[src/design/piecewise_linear_interpolator_unit_macros.svh]
// Assertion macros for the piecewise linear interpolator unit.
// Included by the top level; no other dependencies.
`ifndef PIECEWISE_LINEAR_INTERPOLATOR_UNIT_MACROS_SVH
`define PIECEWISE_LINEAR_INTERPOLATOR_UNIT_MACROS_SVH

// same-cycle implication, disabled while reset is low
`define PLIU_ASSERT_IMP(label, clk, rst_n, ante, cons, msg) \
    label: assert property (@(posedge clk) disable iff (!rst_n) (ante) |-> (cons)) \
        else $error(msg);

// next-cycle implication, disabled while reset is low
`define PLIU_ASSERT_NXT(label, clk, rst_n, ante, cons, msg) \
    label: assert property (@(posedge clk) disable iff (!rst_n) (ante) |=> (cons)) \
        else $error(msg);

`endif

[src/design/pliu_pkg.sv]
// Package for the piecewise linear interpolator: sizes, item structs, codes, states.
// No dependencies; imported by every module of the block.
`timescale 1ns / 1ps

package pliu_pkg;

    // table geometry and value format (signed Q16.16)
    localparam int MAX_POINTS   = 16;
    localparam int IDX_W        = $clog2(MAX_POINTS);
    localparam int VALUE_W      = 32;
    localparam int CNT_W        = 5;
    localparam int POINT_COUNT_RESET = 2;

    // arithmetic widths: |dy| needs one bit more than a value
    localparam int MAG_W        = VALUE_W + 1;
    localparam int PROD_W       = MAG_W + VALUE_W;
    localparam int DIV_STEPS    = MAG_W;
    localparam int STEP_W       = $clog2(DIV_STEPS + 1);
    localparam int SUM_W        = VALUE_W + 3;

    // front queue between input side and engine
    localparam int FRONT_DEPTH  = 2;
    localparam int FPTR_W       = $clog2(FRONT_DEPTH);
    localparam int FCNT_W       = $clog2(FRONT_DEPTH + 1);

    typedef enum logic {
        OP_LOAD  = 1'b0,
        OP_QUERY = 1'b1
    } t_op;

    typedef enum logic [1:0] {
        REGION_INTERIOR = 2'd0,
        REGION_LOW      = 2'd1,
        REGION_HIGH     = 2'd2
    } t_region;

    typedef enum logic [2:0] {
        S_IDLE,
        S_FIRST,
        S_LAST,
        S_SEARCH,
        S_MUL,
        S_DIV,
        S_SUM,
        S_RESULT
    } t_state;

    typedef struct packed {
        logic                      opcode;
        logic [IDX_W-1:0]          entry_index;
        logic signed [VALUE_W-1:0] x_value;
        logic signed [VALUE_W-1:0] y_value;
    } t_in_item;

    typedef struct packed {
        logic signed [VALUE_W-1:0] result_value;
        logic [1:0]                region;
    } t_out_item;

    // classified item handed from the front queue to the engine
    typedef struct packed {
        t_op                       op;
        logic [IDX_W-1:0]          index;
        logic signed [VALUE_W-1:0] x;
        logic signed [VALUE_W-1:0] y;
    } t_cmd;

endpackage

[src/design/piecewise_linear_interpolator_unit.sv]
// Top level of the piecewise linear interpolator: front queue, engine, result register.
// Depends on pliu_pkg, pliu_front, pliu_back and the assertion macro header.
//
//   port group            direction   handshake            moves
//   i_item                in          push / full          load or query item
//   o_result              out         empty / pop          interpolated result item
//   i_cfg_data            in          i_cfg_valid / ready  point_count
//
// A load item is written into the table as it is taken and gives no result. A query that
// clamps ends once the first or last entry is compared; otherwise it searches the interval
// entry by entry through the single table read port, then multiplies, divides in the
// one-bit-per-cycle divider and sums. The front queue holds two items and keeps accepting
// until full while the engine works or a result waits. Reset is synchronous; the table
// holds no reset value and an entry reads as undefined until loaded.
`timescale 1ns / 1ps
`include "piecewise_linear_interpolator_unit_macros.svh"

module piecewise_linear_interpolator_unit (
    input  logic                       i_clk,
    input  logic                       i_rst_n,
    input  logic                       push,
    output logic                       full,
    input  pliu_pkg::t_in_item         i_item,
    output logic                       empty,
    input  logic                       pop,
    output pliu_pkg::t_out_item        o_result,
    input  logic                       i_cfg_valid,
    output logic                       o_cfg_ready,
    input  logic [pliu_pkg::CNT_W-1:0] i_cfg_data
);
    import pliu_pkg::*;

    logic      w_cmd_valid;
    logic      w_cmd_take;
    t_cmd      w_cmd;
    logic      w_res_valid;
    logic      w_res_ready;
    logic      w_res_wait;
    t_out_item w_res;
    logic      r_out_valid;
    t_out_item r_out;

    pliu_front u_front (
        .i_clk       (i_clk),
        .i_rst_n     (i_rst_n),
        .i_push      (push),
        .o_full      (full),
        .i_item      (i_item),
        .o_cmd_valid (w_cmd_valid),
        .i_cmd_take  (w_cmd_take),
        .o_cmd       (w_cmd)
    );

    pliu_back u_back (
        .i_clk       (i_clk),
        .i_rst_n     (i_rst_n),
        .i_cfg_valid (i_cfg_valid),
        .i_cfg_data  (i_cfg_data),
        .i_cmd_valid (w_cmd_valid),
        .o_cmd_take  (w_cmd_take),
        .i_cmd       (w_cmd),
        .o_res_valid (w_res_valid),
        .i_res_ready (w_res_ready),
        .o_res       (w_res)
    );

    // configuration is always taken
    assign o_cfg_ready = 1'b1;

    // result register: free when empty or being popped
    assign w_res_ready = !r_out_valid || pop;
    assign w_res_wait  = w_res_valid && !w_res_ready;
    assign empty       = !r_out_valid;
    assign o_result    = r_out;

    always_ff @(posedge i_clk) begin
        if (!i_rst_n) begin
            r_out_valid <= 1'b0;
        end else if (w_res_valid && w_res_ready) begin
            r_out_valid <= 1'b1;
        end else if (pop) begin
            r_out_valid <= 1'b0;
        end
    end

    always_ff @(posedge i_clk) begin
        if (w_res_valid && w_res_ready) begin
            r_out <= w_res;
        end
    end

    // checks
    `PLIU_ASSERT_IMP(a_take_valid, i_clk, i_rst_n, w_cmd_take, w_cmd_valid, "take from empty queue")
    `PLIU_ASSERT_IMP(a_full_pend, i_clk, i_rst_n, full, w_cmd_valid, "full queue shows no item")
    `PLIU_ASSERT_NXT(a_res_held, i_clk, i_rst_n, w_res_wait, w_res_valid && $stable(w_res), "result lost")

endmodule

[src/design/pliu_front.sv]
// Front of the interpolator: two-entry item queue that decodes each item into a command.
// Depends on pliu_pkg.
`timescale 1ns / 1ps

module pliu_front (
    input  logic            i_clk,
    input  logic            i_rst_n,
    input  logic            i_push,
    output logic            o_full,
    input  pliu_pkg::t_in_item i_item,
    output logic            o_cmd_valid,
    input  logic            i_cmd_take,
    output pliu_pkg::t_cmd  o_cmd
);
    import pliu_pkg::*;

    t_in_item          r_slot [FRONT_DEPTH];
    logic [FPTR_W-1:0] r_wr_ptr;
    logic [FPTR_W-1:0] r_rd_ptr;
    logic [FCNT_W-1:0] r_count;
    logic              w_wr;
    logic              w_rd;
    t_in_item          w_head;

    assign o_full      = (r_count == FCNT_W'(FRONT_DEPTH));
    assign o_cmd_valid = (r_count != '0);
    assign w_wr        = i_push && !o_full;
    assign w_rd        = i_cmd_take && o_cmd_valid;
    assign w_head      = r_slot[r_rd_ptr];

    // queue control
    always_ff @(posedge i_clk) begin
        if (!i_rst_n) begin
            r_wr_ptr <= '0;
            r_rd_ptr <= '0;
            r_count  <= '0;
        end else begin
            if (w_wr) begin
                r_wr_ptr <= r_wr_ptr + FPTR_W'(1);
            end
            if (w_rd) begin
                r_rd_ptr <= r_rd_ptr + FPTR_W'(1);
            end
            unique case ({w_wr, w_rd})
                2'b10:   r_count <= r_count + FCNT_W'(1);
                2'b01:   r_count <= r_count - FCNT_W'(1);
                default: r_count <= r_count;
            endcase
        end
    end

    // item storage
    always_ff @(posedge i_clk) begin
        if (w_wr) begin
            r_slot[r_wr_ptr] <= i_item;
        end
    end

    // decode the oldest item
    always_comb begin
        o_cmd.op    = t_op'(w_head.opcode);
        o_cmd.index = w_head.entry_index;
        o_cmd.x     = w_head.x_value;
        o_cmd.y     = w_head.y_value;
    end

endmodule

[src/design/pliu_back.sv]
// Back of the interpolator: breakpoint table, interval search, multiply, bit-serial divide,
// saturating sum. Depends on pliu_pkg.
`timescale 1ns / 1ps

module pliu_back (
    input  logic                 i_clk,
    input  logic                 i_rst_n,
    input  logic                 i_cfg_valid,
    input  logic [pliu_pkg::CNT_W-1:0] i_cfg_data,
    input  logic                 i_cmd_valid,
    output logic                 o_cmd_take,
    input  pliu_pkg::t_cmd       i_cmd,
    output logic                 o_res_valid,
    input  logic                 i_res_ready,
    output pliu_pkg::t_out_item  o_res
);
    import pliu_pkg::*;

    t_state r_state;
    t_state n_state;

    // point count register
    logic [CNT_W-1:0] r_point_count;
    logic [IDX_W-1:0] w_last;

    // table: {x, y} per entry, one write and one registered read per cycle
    logic [2*VALUE_W-1:0] r_mem [MAX_POINTS];
    logic [2*VALUE_W-1:0] r_rd_data;
    logic [IDX_W-1:0]     w_rd_addr;
    logic                 w_mem_we;
    logic signed [VALUE_W-1:0] w_ent_x;
    logic signed [VALUE_W-1:0] w_ent_y;

    // query working registers
    logic signed [VALUE_W-1:0] r_xv;
    logic signed [VALUE_W-1:0] r_px;
    logic signed [VALUE_W-1:0] r_py;
    logic [IDX_W-1:0]          r_last;
    logic [IDX_W-1:0]          r_j;
    logic [MAG_W-1:0]          r_mag;
    logic [VALUE_W-1:0]        r_num;
    logic [VALUE_W-1:0]        r_den;
    logic                      r_neg;
    logic [VALUE_W-1:0]        r_rem;
    logic [DIV_STEPS-1:0]      r_quo;
    logic [STEP_W-1:0]         r_step;
    logic signed [VALUE_W-1:0] r_res;
    t_region                   r_region;

    logic                      w_le_first;
    logic                      w_ge_last;
    logic                      w_advance;
    logic signed [MAG_W-1:0]   w_dy;
    logic [MAG_W-1:0]          w_mag;
    logic [PROD_W-1:0]         w_prod;
    logic [VALUE_W:0]          w_trial;
    logic [VALUE_W:0]          w_diff;
    logic                      w_ge;
    logic signed [SUM_W-1:0]   w_quo_ext;
    logic signed [SUM_W-1:0]   w_q;
    logic signed [SUM_W-1:0]   w_py_ext;
    logic signed [SUM_W-1:0]   w_sum;
    logic [SUM_W-VALUE_W:0]    w_sum_hi;
    logic signed [VALUE_W-1:0] w_sat;

    // configuration write
    always_ff @(posedge i_clk) begin
        if (!i_rst_n) begin
            r_point_count <= CNT_W'(POINT_COUNT_RESET);
        end else if (i_cfg_valid) begin
            r_point_count <= i_cfg_data;
        end
    end

    // index of the last entry in use, count held to 2..MAX_POINTS
    always_comb begin
        priority if (r_point_count < CNT_W'(2)) begin
            w_last = IDX_W'(1);
        end else if (r_point_count > CNT_W'(MAX_POINTS)) begin
            w_last = IDX_W'(MAX_POINTS - 1);
        end else begin
            w_last = IDX_W'(r_point_count - CNT_W'(1));
        end
    end

    // table memory
    always_ff @(posedge i_clk) begin
        if (w_mem_we) begin
            r_mem[i_cmd.index] <= {i_cmd.x, i_cmd.y};
        end
        r_rd_data <= r_mem[w_rd_addr];
    end

    assign w_ent_x = r_rd_data[2*VALUE_W-1:VALUE_W];
    assign w_ent_y = r_rd_data[VALUE_W-1:0];

    // compares for clamping and search
    assign w_le_first = (r_xv <= w_ent_x);
    assign w_ge_last  = (r_xv >= w_ent_x);
    assign w_advance  = (r_j != r_last) && (w_ent_x < r_xv);

    // slope terms; x differences are positive and fit VALUE_W bits
    assign w_dy  = {w_ent_y[VALUE_W-1], w_ent_y} - {r_py[VALUE_W-1], r_py};
    assign w_mag = w_dy[MAG_W-1] ? (~w_dy + MAG_W'(1)) : w_dy;

    // product |dy| * (x - x0)
    assign w_prod = PROD_W'(r_mag) * PROD_W'(r_num);

    // one restoring division step
    assign w_trial = {r_rem, r_quo[DIV_STEPS-1]};
    assign w_diff  = w_trial - {1'b0, r_den};
    assign w_ge    = (w_trial >= {1'b0, r_den});

    // signed quotient plus y0, saturated to VALUE_W bits
    assign w_quo_ext = {{(SUM_W-DIV_STEPS){1'b0}}, r_quo};
    assign w_q       = r_neg ? -w_quo_ext : w_quo_ext;
    assign w_py_ext  = {{(SUM_W-VALUE_W){r_py[VALUE_W-1]}}, r_py};
    assign w_sum     = w_py_ext + w_q;
    assign w_sum_hi  = w_sum[SUM_W-1:VALUE_W-1];

    always_comb begin
        if ((&w_sum_hi) || !(|w_sum_hi)) begin
            w_sat = w_sum[VALUE_W-1:0];
        end else if (w_sum[SUM_W-1]) begin
            w_sat = {1'b1, {(VALUE_W-1){1'b0}}};
        end else begin
            w_sat = {1'b0, {(VALUE_W-1){1'b1}}};
        end
    end

    // state register
    always_ff @(posedge i_clk) begin
        if (!i_rst_n) begin
            r_state <= S_IDLE;
        end else begin
            r_state <= n_state;
        end
    end

    // next state
    always_comb begin
        n_state = r_state;
        unique case (r_state)
            S_IDLE: begin
                if (i_cmd_valid && (i_cmd.op == OP_QUERY)) begin
                    n_state = S_FIRST;
                end
            end
            S_FIRST:  n_state = w_le_first ? S_RESULT : S_LAST;
            S_LAST:   n_state = w_ge_last ? S_RESULT : S_SEARCH;
            S_SEARCH: begin
                if (!w_advance) begin
                    n_state = S_MUL;
                end
            end
            S_MUL:    n_state = S_DIV;
            S_DIV: begin
                if (r_step == STEP_W'(1)) begin
                    n_state = S_SUM;
                end
            end
            S_SUM:    n_state = S_RESULT;
            S_RESULT: begin
                if (i_res_ready) begin
                    n_state = S_IDLE;
                end
            end
            default:  n_state = S_IDLE;
        endcase
    end

    // state outputs
    always_comb begin
        o_cmd_take  = 1'b0;
        w_mem_we    = 1'b0;
        w_rd_addr   = '0;
        o_res_valid = 1'b0;
        unique case (r_state)
            S_IDLE: begin
                o_cmd_take = i_cmd_valid;
                w_mem_we   = i_cmd_valid && (i_cmd.op == OP_LOAD);
            end
            S_FIRST:  w_rd_addr = r_last;
            S_LAST:   w_rd_addr = IDX_W'(1);
            S_SEARCH: w_rd_addr = r_j + IDX_W'(1);
            S_RESULT: o_res_valid = 1'b1;
            default: begin
            end
        endcase
    end

    // query datapath
    always_ff @(posedge i_clk) begin
        unique case (r_state)
            S_IDLE: begin
                if (i_cmd_valid) begin
                    r_xv   <= i_cmd.x;
                    r_last <= w_last;
                end
            end
            S_FIRST: begin
                if (w_le_first) begin
                    r_res    <= w_ent_y;
                    r_region <= REGION_LOW;
                end else begin
                    r_px <= w_ent_x;
                    r_py <= w_ent_y;
                end
            end
            S_LAST: begin
                if (w_ge_last) begin
                    r_res    <= w_ent_y;
                    r_region <= REGION_HIGH;
                end else begin
                    r_j <= IDX_W'(1);
                end
            end
            S_SEARCH: begin
                if (w_advance) begin
                    r_px <= w_ent_x;
                    r_py <= w_ent_y;
                    r_j  <= r_j + IDX_W'(1);
                end else begin
                    r_mag <= w_mag;
                    r_neg <= w_dy[MAG_W-1];
                    r_num <= r_xv - r_px;
                    r_den <= w_ent_x - r_px;
                end
            end
            S_MUL: begin
                r_rem  <= w_prod[PROD_W-1:DIV_STEPS];
                r_quo  <= w_prod[DIV_STEPS-1:0];
                r_step <= STEP_W'(DIV_STEPS);
            end
            S_DIV: begin
                r_rem  <= w_ge ? w_diff[VALUE_W-1:0] : w_trial[VALUE_W-1:0];
                r_quo  <= {r_quo[DIV_STEPS-2:0], w_ge};
                r_step <= r_step - STEP_W'(1);
            end
            S_SUM: begin
                r_res    <= w_sat;
                r_region <= REGION_INTERIOR;
            end
            default: begin
            end
        endcase
    end

    assign o_res.result_value = r_res;
    assign o_res.region       = r_region;

endmodule
[config.mk]
export PLATFORM = sky130hd
export DESIGN_NAME = piecewise_linear_interpolator_unit
export DESIGN_NICKNAME = d
export VERILOG_FILES = /design/src/design/pliu_pkg.sv /design/src/design/piecewise_linear_interpolator_unit.sv /design/src/design/pliu_front.sv /design/src/design/pliu_back.sv
export VERILOG_INCLUDE_DIRS = /design/src /design/src/design
export SDC_FILE = /design/constraint.sdc
export NUM_CORES = 2
export LEC_CHECK = 0
export ABC_CLOCK_PERIOD_IN_PS = 10800
export BUFFER_PORTS_ARGS = -buffer_cell sky130_fd_sc_hd__buf_2
export CORE_ASPECT_RATIO = 1.25
export CORE_MARGIN = 3
export CORE_UTILIZATION = 32
export CTS_CLUSTER_DIAMETER = 50
export DETAILED_ROUTE_END_ITERATION = 8
export PLACE_DENSITY = 0.5
export SYNTH_ARGS = -nofsm -noshare
export SYNTH_HDL_FRONTEND = slang
export SYNTH_SLANG_ARGS = --single-unit
[constraint.sdc]
create_clock -name i_clk -period 10.8 [get_ports i_clk]
set_input_delay 0.54 -clock i_clk [delete_from_list [all_inputs] [get_ports i_clk]]
set_output_delay 0.54 -clock i_clk [all_outputs]
set_load 0.01 [all_outputs]
==> parameters.txt <==
Parameter                              Value

STA
  Max transition margin    between 10% and 20%
  Setup_tns    0 ns
  Setup repair after global routing missed its margin    no
  Hold violation total from the final report    0
  Finish-stage setup viols    0
  Part of the cycle the worst path needs    86.0%
  Min cycle time layout    between 9 and 10 ns
  Final Slew Violations    0
  Worst Max-Slew Pin Slew    about 1.3 ns
  Max Freq    ~110 MHz
  Max Clock Skew    0.0591 ns

Cells and area
  Share of post-route cells with drive strength above 1    7.30%
  Final-stage net count    roughly 10000
  Post-Layout Inst Area    114000 sq um
  Relative area change from synthesis to final layout    12.1%
  Fillers    31200
  Combined area of the multi-input logic cells    a little under 50000 sq um
  Storage element area    46700 sq um

Logic synthesis
  Share of synthesized registers carrying an async set or reset    0%
  Area share of the leading cell type in the synthesized netlist    44.3%
  Cell area after synthesis    102000 sq um
  Syn_nets    between 10000 and 15000
  Warnings, synthesis    0
  Syn Inst Count    around 8900
  Synthesized area per cell    ~11 sq um
  Biggest area contributors in the synthesized netlist    sky130_fd_sc_hd__edfxtp_1 (44%), sky130_fd_sc_hd__fa_1 (18%), sky130_fd_sc_hd__ha_1 (5.7%)
  Cell types with the highest counts after synthesis    sky130_fd_sc_hd__edfxtp_1 (1503), sky130_fd_sc_hd__nand2_1 (1306), sky130_fd_sc_hd__inv_1 (1138), sky130_fd_sc_hd__fa_1 (931), sky130_fd_sc_hd__and2_1 (498)
  Cell with the most instances after synthesis    sky130_fd_sc_hd__edfxtp_1
  Number of unique standard cell types used by synthesis    between 80 and 90
  Number of enable flip-flop cells after synthesis    about 1500
  Post-synth top flop    sky130_fd_sc_hd__edfxtp_1
  Most area-hungry cell type in the Yosys netlist    sky130_fd_sc_hd__edfxtp_1
  Total of flip-flops plus latches after synthesis    roughly 1600
  Sequential share of the synthesized area    45.9%

Route
  Number of vias per cell after detailed routing    between 5 and 6
  Pre-antenna DRT Iters    6
  Remaining routing DRC violations    0
  Antenna Violating Nets Remaining    0
  Vias after detailed routing    between 60000 and 70000
  Number of violations reported at the end of detailed-routing iteration 0    roughly 4300
  Drt wl/cell    roughly 21 um
  Routed wire length    approximately 290000 um

Global routing
  Sum of overflow across all layers after global routing    0
  Number of antenna violations at the first check in global routing    16
  Global-route usage over all layers    17.4%
  Pin count of the biggest net entering global routing    151
  Via count of the first global-routing pass    slightly above 70000
  Wire length of the first global-routing pass    roughly 440000 um

Worst setup path
  Classification of the worst setup path    register to register
  CP startpoint kind    register
  Crit Path Max Fanout    18
  Data required time of the critical path    between 10 and 15 ns
  Critical Path End Type    register
  Critical path data arrival time    9.83 ns

Floorplan
  Number of top-level pins    between 100 and 150
  Area of the core region    ~320000 sq um
  Initial standard-cell utilization of the core    32.3%
  Total Die Area    325000 sq um
  Die boundary width    511 um
  Standard-cell rows    between 200 and 250
  Die Span Y    approximately 640 um

Placed design
  Total cell area at the placement stage    between 100000 and 150000 sq um
  IO Port Bufs    about 110
  HPWL reported at the end of detailed placement    a little under 200000 um
  Placer congestion estimate    0.880

Clocking
  Sinks on Clock Net    1581
  Total CTS buffers    178
  Number of gates given a new drive strength after cts    0
  Buffer levels on the longest clock path    4
  Clock Pin Slew Worst Setup and Hold Paths    around 0.060 ns
  H-tree depth    4
  Clock insertion delay at the later pin of the skew report    0.83 ns
  TritonCTS clock tree    yes
  Root Buffer    sky130_fd_sc_hd__clkbuf_16

Worst hold path
  Worst min-delay path category    input pin to register

Status
  Status    complete, no violations

Flow run
  Total of max-cap violations    0
==> layer usage <==
metal | track usage, % | up-vias | routed length, um
met4 | 5.23 | 0 | 8850
li1 | - | 30600 | -
met2 | 31.0 | 1456 | 145000
met1 | 22.3 | 34300 | 121000
met3 | 1.45 | 437 | 10100
met5 | 0 | - | 0
==> cell type report <==
| type | count | share of cell area (%) |
|---|---|---|
| antenna | 1 | 0.00219 |
| clock buffer | 244 | 4.32 |
| clock inverter | 78 | 0.981 |
| inverter | 1138 | 3.74 |
| multi-input combinational | 5722 | 43.2 |
| sequential | 1581 | 40.9 |
| tap | 4176 | 4.58 |
| timing repair buffer | 332 | 2.21 |
==> path summary, 6_finish.rpt <==
kind	from	end	slack [ns]	depth (start not counted)
worst min-delay path	i_rst_n	u_front.r_wr_ptr$_SDFFE_PN0P_	0.06	2
worst max register to register	u_back.r_mag[3]$_DFFE_PP_	u_back.r_rem[31]$_DFFE_PP_	1.51	24
worst max-delay path	u_back.r_mag[3]$_DFFE_PP_	u_back.r_rem[31]$_DFFE_PP_	1.51	24
worst min register to register	u_back.r_res[20]$_DFFE_PP_	o_result[22]$_DFFE_PP_	0.42	0
==> state kept, by name, summed over array words and instances, names as in the netlist, 3 cells and up, named ones only <==
| signal | flops |
|---|---|
| o_result | 34 |
| u_back.r_den | 32 |
| u_back.r_j | 4 |
| u_back.r_last | 4 |
| u_back.r_mag | 33 |
| u_back.r_mem | 1024 |
| u_back.r_num | 32 |
| u_back.r_point_count | 5 |
| u_back.r_px | 32 |
| u_back.r_py | 32 |
| u_back.r_quo | 33 |
| u_back.r_rd_data | 64 |
| u_back.r_rem | 32 |
| u_back.r_res | 32 |
| u_back.r_state | 3 |
| u_back.r_step | 6 |
| u_back.r_xv | 32 |
| u_front.r_slot | 138 |
==> cell families after synthesis <==
logic type,synth area share [%]
AND/OR/NAND/NOR,10.6
AO/OA/AOI/OAI,10.3
buffers and inverters,5.95
flip-flops,45.9
adder cells (fa/ha/maj),24.0
XOR/XNOR,2.27
multiplexers,0.956
other,0.00368
==> repair_timing <==
action	CTS	global route
buffers inserted	0	0
hold endpoints to repair	143	0
hold buffers	74	0
==> layout by cell type (no fill, tap or decap), drive strengths merged, types with 24 or more instances in the layout <==
master	count
nand4	43
o211ai	33
and3	25
mux2	74
o21bai	36
nor2b	35
nand3	60
nor2	225
nand2	1306
dfxtp	78
o22ai	264
bufinv	24
dlygate4sd3	74
buf	258
fa	931
ha	463
xnor2	180
inv	1157
clkinv	31
nor3	44
o21ai	217
a21o	95
a21oi	390
o21a	28
clkbuf	244
o31ai	30
edfxtp	1503
xor2	83
a31oi	153
a311oi	133
nand2b	28
a211oi	107
and2	499
==> metrics by stage <==
stage | utilization, % | instances | hold slack [ns] | setup slack [ns]
CTS | 36.2 | 13300 | 0.0104 | 1.53
global placement | 34.0 | 12900 | 0.407 | 1.56
finish | 36.2 | 13300 | 0.0650 | 1.51
floorplan | - | 8913 | 0.400 | 3.18
global route | 36.2 | 13300 | 0.0668 | 1.24
detailed placement | 34.0 | 12900 | 0.405 | 1.58
==> worst max-delay path, cell delays in order (launching register included) <==
cell                       delay, ns
sky130_fd_sc_hd__edfxtp_1       1.01
sky130_fd_sc_hd__buf_4          0.45
sky130_fd_sc_hd__nand2_1        0.11
sky130_fd_sc_hd__fa_1           0.38
sky130_fd_sc_hd__inv_1          0.07
sky130_fd_sc_hd__fa_1           0.41
sky130_fd_sc_hd__inv_1          0.08
sky130_fd_sc_hd__fa_1           0.43
sky130_fd_sc_hd__fa_1           0.40
sky130_fd_sc_hd__inv_1          0.07
sky130_fd_sc_hd__fa_1           0.44
sky130_fd_sc_hd__fa_1           0.63
sky130_fd_sc_hd__fa_1           0.50
sky130_fd_sc_hd__fa_1           0.50
sky130_fd_sc_hd__ha_1           0.41
sky130_fd_sc_hd__inv_1          0.10
sky130_fd_sc_hd__o21ai_0        1.01
sky130_fd_sc_hd__o22a_1         0.50
sky130_fd_sc_hd__o21ai_1        0.19
sky130_fd_sc_hd__o31ai_1        0.32
sky130_fd_sc_hd__buf_4          0.22
sky130_fd_sc_hd__a41oi_1        0.17
sky130_fd_sc_hd__a21oi_1        0.21
sky130_fd_sc_hd__xnor2_1        0.09
sky130_fd_sc_hd__mux2_2         0.26
Power is not shown: default switching activity piles up to over one toggle a cycle in this logic, so the estimate is an artifact.
